File: src/dmg_pkg.sv
`timescale 1ns / 1ps
package dmg_pkg;

    typedef logic [7:0] cell_addr_t;

    typedef struct packed {
        logic       en;
        cell_addr_t addr;
        logic [3:0] data;
    } cell_wr_t;

    typedef struct packed {
        logic       en;
        cell_addr_t addr;
        cell_addr_t data;
    } stk_wr_t;

    localparam logic [1:0] ACT_START = 2'd0;
    localparam logic [1:0] ACT_STEP  = 2'd1;
    localparam logic [1:0] ACT_READ  = 2'd2;

    localparam logic [1:0] KIND_CARVED = 2'd0;
    localparam logic [1:0] KIND_BACK   = 2'd1;
    localparam logic [1:0] KIND_IDLE   = 2'd2;
    localparam logic [1:0] KIND_READ   = 2'd3;

    localparam logic [1:0] DIR_N = 2'd0;
    localparam logic [1:0] DIR_E = 2'd1;
    localparam logic [1:0] DIR_S = 2'd2;
    localparam logic [1:0] DIR_W = 2'd3;

    localparam logic [1:0] FACING_EAST  = 2'd1;
    localparam logic [1:0] FACING_SOUTH = 2'd2;

    // Residue mod 3 by base-4 digit sums.
    function automatic logic [1:0] mod3_16(input logic [15:0] v);
        logic [4:0] s;
        logic [2:0] t;
        s = 5'd0;
        for (int i = 0; i < 8; i++) begin
            s = s + 5'(v[2*i +: 2]);
        end
        t = 3'(s[1:0]) + 3'(s[3:2]) + 3'(s[4]);
        if (t >= 3'd6) begin
            t = t - 3'd6;
        end else if (t >= 3'd3) begin
            t = t - 3'd3;
        end
        return t[1:0];
    endfunction

endpackage

File: src/dmg_cell_mem.sv
`timescale 1ns / 1ps
module dmg_cell_mem (
    input  logic                aclk,
    input  logic                aresetn,
    input  logic                clear,
    input  dmg_pkg::cell_addr_t rd_addr_a,
    input  dmg_pkg::cell_addr_t rd_addr_b,
    input  dmg_pkg::cell_wr_t   wr,
    output logic [3:0]          rd_data_a,
    output logic [3:0]          rd_data_b
);

    logic [3:0]   mem [256];
    logic [255:0] valid_reg;
    logic [3:0]   rd_a_reg;
    logic [3:0]   rd_b_reg;
    logic         vld_a_reg;
    logic         vld_b_reg;

    always_ff @(posedge aclk) begin
        if (!aresetn) begin
            valid_reg <= '0;
        end else if (clear) begin
            valid_reg <= '0;
        end else if (wr.en) begin
            valid_reg[wr.addr] <= 1'b1;
        end
    end

    always_ff @(posedge aclk) begin
        if (wr.en) begin
            mem[wr.addr] <= wr.data;
        end
        rd_a_reg  <= mem[rd_addr_a];
        rd_b_reg  <= mem[rd_addr_b];
        vld_a_reg <= valid_reg[rd_addr_a];
        vld_b_reg <= valid_reg[rd_addr_b];
    end

    assign rd_data_a = vld_a_reg ? rd_a_reg : 4'd0;
    assign rd_data_b = vld_b_reg ? rd_b_reg : 4'd0;

endmodule

File: config.mk
export PLATFORM = sky130hd
export DESIGN_NAME = dmg_cell_mem
export DESIGN_NICKNAME = d
export VERILOG_FILES = /design/src/dmg_pkg.sv /design/src/dmg_cell_mem.sv
export SDC_FILE = /design/constraint.sdc
export NUM_CORES = 2
export LEC_CHECK = 0
export BUFFER_PORTS_ARGS = -buffer_cell sky130_fd_sc_hd__buf_2
export CAP_MARGIN = 0
export CORE_UTILIZATION = 55
export DETAILED_ROUTE_END_ITERATION = 10
export GPL_TIMING_DRIVEN = 1
export PLACE_DENSITY = 0.81
export SYNTH_ARGS = -nofsm -noshare
export SYNTH_HDL_FRONTEND = slang
export SYNTH_SLANG_ARGS = --single-unit
File: constraint.sdc
create_clock -name aclk -period 3.4 [get_ports aclk]
set_clock_uncertainty 0.1 [all_clocks]
set_input_delay 0.51 -clock aclk [delete_from_list [all_inputs] [get_ports aclk]]
set_output_delay 0.51 -clock aclk [all_outputs]
set_load 0.05 [all_outputs]
# Word level (Yosys, flattened, before mapping)
# Memories as Yosys holds them, arrays and structs flattened. A register that Yosys moved wholly into a read port is not among the register bits.
# Index checks and enable logic that the tools add are counted.
[totals]
reg_bits = 258
latch_bits = 0
ramBits = 1024
rom_bits = 0
inputBits = 32
mem_count = 1
[classes]
add_sub_neg = 0
n_mul = 0
div = 0
order_cmp = 4
n_eq_ne = 0
shift = 0
n_mux = 10
bitwise_logic = 2
reduce_logical = 2
[mem_list]
columns = ["memory", "words", "width", "read_ports", "rd_ports_with_merged_regs", "write_ports", "line", "rtl"]
rows = [
  ["mem", 256, 4, 2, 2, 1, "dmg_cell_mem.sv:13", "logic [3:0] mem [256];"],
]
[ops]
columns = ["op", "count"]
rows = [
  ["$or A256 B256 Y256", 1],
  ["$lt A8 B9 Y1 const B", 3],
  ["$bmux W1 S8", 2],
  ["$demux W1 S8", 1],
  ["$ge A8 B1 Y1 const B", 1],
  ["$mux W4", 2],
  ["$mux W1", 5],
  ["$reduce_or A2 Y1", 1],
  ["$logic_and A1 B1 Y1", 1],
  ["$not A1 Y1", 1],
]

# Depth between registers and ports, before layout
[depth]
word_depth = 5
depth_mapped = 13

# Worst setup path after synthesis
# OpenSTA, ideal clock, no wires.
[synth_timing]
kind = "in2reg"
start = "input port rd_addr_a[1]"
end = "register vld_a_reg"
arrival_ns = 2.565
t_required_ns = 3.180
setup_slack_ns = 0.615
path_stages = 8
path_buffers = 2
path_cell_list = "buf_2 > buf_1 > mux4_2 > mux4_2 > mux2_2 > o22ai_1 > nor3_1 > a211o_1"
[synth_via]
elab_chain_len = 2
[synth_rtl]
columns = ["element", "line", "rtl"]
rows = [
  ["start: declaration", "dmg_cell_mem.sv:6", "input dmg_pkg::cell_addr_t rd_addr_a,"],
  ["$bmux W1 S8", "dmg_cell_mem.sv:36", "vld_a_reg <= valid_reg[rd_addr_a];"],
  ["$mux W1 (not written as such)", "dmg_cell_mem.sv:36", ""],
  ["end signal: assignment", "dmg_cell_mem.sv:36", ""],
  ["end: declaration", "dmg_cell_mem.sv:17", "logic vld_a_reg;"],
]
# No other way between the ends. The select of a mux whose other input is x is not followed.
# A chain may end at the register's enable or synchronous reset.

==> run_results.csv <==
group,metric,value,unit
synthesis,ys_async_sr_fraction,0,%
worst_setup_path,crit_type,"primary input to flip-flop",
synthesis,yosys_warnings,0,
global_routing,grt_pass1_wl,266,mm
floorplanning,rows,121,
clock_network,clockBufferDepth,3,
synthesis,syn_area,60500,um2
finish,fill_cells,7411,
synthesis,yosysUniqueCellTypes,49,
worst_hold_path,holdCritPathClass,"primary input to flip-flop",
sta,fmax,0.329,GHz
synthesis,synthSimpleGateAreaFrac,6.80,%
synthesis,synthMuxAreaShare,25.3,%
status,outcome,"complete, no violations",
clock_network,clk_latency,770,ps
drt,vias,40300,
worst_setup_path,worst-r2r-setup-slack,410,ps
finish,seqCellArea,36100,um2
synthesis,synthesis.nets,3986,
worst_setup_path,cp_data_required_time,3880,ps
power_and_ir_drop,peakVddDrop,0.000521,V
place,dp_worst_setup_slack,-218,ps
drt,drt_drc_violations_left,0,
worst_setup_path,cp_slowest_cell,"nor3_1",
finish,stdcell_count,5607,
synthesis,synthCells,3954,
worst_setup_path,cp-start-kind,"primary input",
synthesis,synth_edf_count,1024,
drt,drt_first_pass_iters,6,
clock_network,clk_pin_slew,60,ps
finish,multi_input_area,22900,um2
sta,layout_setup_ws,365,ps
clock_network,cts_hold_buf,0,
power_and_ir_drop,p_leak,22.4,nW
worst_setup_path,worst_setup_path_end_kind,"flip-flop",
global_routing,grt_pass1_vias,39800,
power_and_ir_drop,pwr_density_cell,516,nW/um2
sta,finalCritPeriodShare,89.3,%
drt,routed_wl,183,mm
clock_network,cts_max_level,4,
sta,fin_crit,3040,ps
synthesis,synth_top_family_by_area,"multiplexers",
clock_network,cts_setup_buffers,0,
global_routing,grt_use_total,32.8,%
place,port_buffers,39,
job,cap_violations,0,
sta,worst_slew_pin_slew,1190,ps
synthesis,ys_seq_elements,1290,
global_routing,grt-ovfl-total,0,
worst_setup_path,r2r_end,"rd_a_reg[1]",
finish,area_growth,12.8,%
synthesis,synth-compound-area-share,5.70,%
global_routing,grt_max_degree,111,
place,place_congestion,0.983,
floorplanning,die_y,334,um
place,placed_cells,5354,
worst_setup_path,reg2regPathDepth,6,
worst_setup_path,slowest_delay,640,ps
clock_network,cts_tree,"built",
finish,layout_common_cells,"edfxtp_1 (1024), nor2_1 (796), mux4_2 (541), mux2i_1 (311), dfxtp_1 (266)",
sta,final-setup-viol-count,0,
worst_setup_path,cp.arrival,3510,ps
worst_setup_path,reg2reg_from,"mem[152][1]",
floorplanning,top_level_ports,40,
worst_hold_path,min_path_cells,1,
clock_network,clock-sinks,1290,
worst_setup_path,crit_chain,"buf_8 > buf_12 > buf_12 > buf_4 > mux2i_1 > o221ai_1 > o22ai_1 > a2111oi_0 > buf_4 > nor3_1 > o221ai_1",
finish,drive_gt1_share,25.9,%
drt,viasPerCell,7.19,
finish,largest_reg_flops,1024,
synthesis,ys_seq_area_share,59.6,%
worst_setup_path,critPathCapture,"rd_a_reg[0]",
place,dp_hpwl,120,mm
floorplanning,die_area,111000,um2
clock_network,cts_buffers,133,
clock_network,cts_resized,0,
floorplanning,initial_core_util,55.5,%
synthesis,yosys_most_used_dff,"edfxtp_1",
finish,final_common_cell,"edfxtp_1",
clock_network,cts_root_buf,"clkbuf_16",
sta,slew_violations,0,
worst_setup_path,crit_start,"rd_addr_a[0]",
sta,rsz0062_at_grt,"no",
floorplanning,core_area,109000,um2
finish,utilization,62.6,%
drt,drt_first_iter_violations,6197,
synthesis,synth_xor_area_share,0,%
synthesis,synthAdderAreaFrac,0,%
worst_setup_path,critPathMaxFanout,23,
sta,relSlewSlack,18.4,%
power_and_ir_drop,finalPower,35.2,mW
floorplanning,die-width,334,um
drt,drtAntennaViolNets,0,
global_routing,antenna_found_initial,13,
sta,hold_viol,0,
finish,fin_nets,4107,
synthesis,syn_avg_cell_area,15.3,um2
drt,avgRoutedWirePerCell,32.6,um
-- routing by layer --
metal / global-route usage (%) / vias up / routed length, um
li1: - / 16100 / -
met1: 43.3 / 20200 / 62400
met2: 50.0 / 3359 / 83300
met3: 9.10 / 681 / 26000
met4: 17.1 / 14 / 11200
met5: 0 / - / 93
-- worst min-delay path by stage --
stage,from,to,slack (ps)
floorplan,valid_reg[106],valid_reg[106],350
global placement,valid_reg[234],valid_reg[234],360
detailed placement,valid_reg[231],valid_reg[231],380
CTS,wr[0],mem[239][0],260
global route,wr[1],mem[255][1],280
finish,wr[0],mem[239][0],250
-- stage by stage --
step                      hold slack [ps]  cell area [um2]  TNS (ps)
final                                 253            68300         0
after global routing                  284            68200         0
after CTS                             262            68200         0
after detailed placement              375            63700      -342
after global placement                362            63700      -234
after floorplan                       352            60500         0
-- report_power, final --
part,switching (mW),leakage [nW],internal [mW]
Clock,6.28,2.21,8.91
Sequential,0.0352,11.3,17.0
Combinational,1.83,8.86,1.13
Total,8.14,22.4,27.1
-- cell type report --
type,instances,area share [%]
tap,1414,2.59
multi-input combinational,2352,33.5
antenna,6,0.0220
timing repair buffer,292,4.32
inverter,6,0.0367
sequential,1290,52.8
clock buffer,177,5.39
clock inverter,70,1.26
-- cell families (layout without fill, tap and decap cells) --
group,Yosys count,in the layout
AO/OA/AOI/OAI,476,476
multiplexers,853,853
flip-flops,1290,1290
AND/OR/NAND/NOR,1023,1023
buffers and inverters,312,545
other,0,6
-- worst max-delay path, delay by kind of cell --
family	cells	cell delay, ps
buffers and inverters	5	1190
AOI/OAI and AO/OA	4	870
and+or+nand+nor	1	640
muxes	1	230
-- cell usage after synthesis, types with 2 or more instances --
cell type,count,share of area (%)
buf_4,43,0.53
o21ba_2,30,0.50
buf_1,27,0.17
nand3b_1,4,0.050
o31ai_1,5,0.062
nand2_1,92,0.57
nor2_1,796,4.9
mux4_2,541,20
o22ai_1,91,0.94
nor3_1,33,0.27
a211o_1,7,0.10
buf_2,52,0.43
o21ai_0,21,0.17
a21o_1,2,0.025
nor4_1,5,0.052
a22oi_1,54,0.67
and2_1,11,0.11
nand3_1,31,0.26
edfxtp_1,1024,51
o221ai_1,114,1.7
or3b_2,2,0.029
a22o_1,8,0.12
a31oi_1,5,0.052
a211oi_1,22,0.27
o211ai_1,5,0.062
clkbuf_1,163,1.0
nand2b_1,10,0.10
mux2i_1,311,5.1
a2111oi_0,12,0.17
inv_1,5,0.031
nand4_1,8,0.083
o41ai_1,4,0.058
dfxtp_1,266,8.8
nor2b_1,19,0.20
a221oi_1,2,0.029
a21oi_1,86,0.71
o21ai_1,2,0.017
buf_6,20,0.37
nor4b_1,2,0.029
or3_1,7,0.072
a32oi_1,4,0.058
No activity file was read; power rests on OpenSTA's default activity.
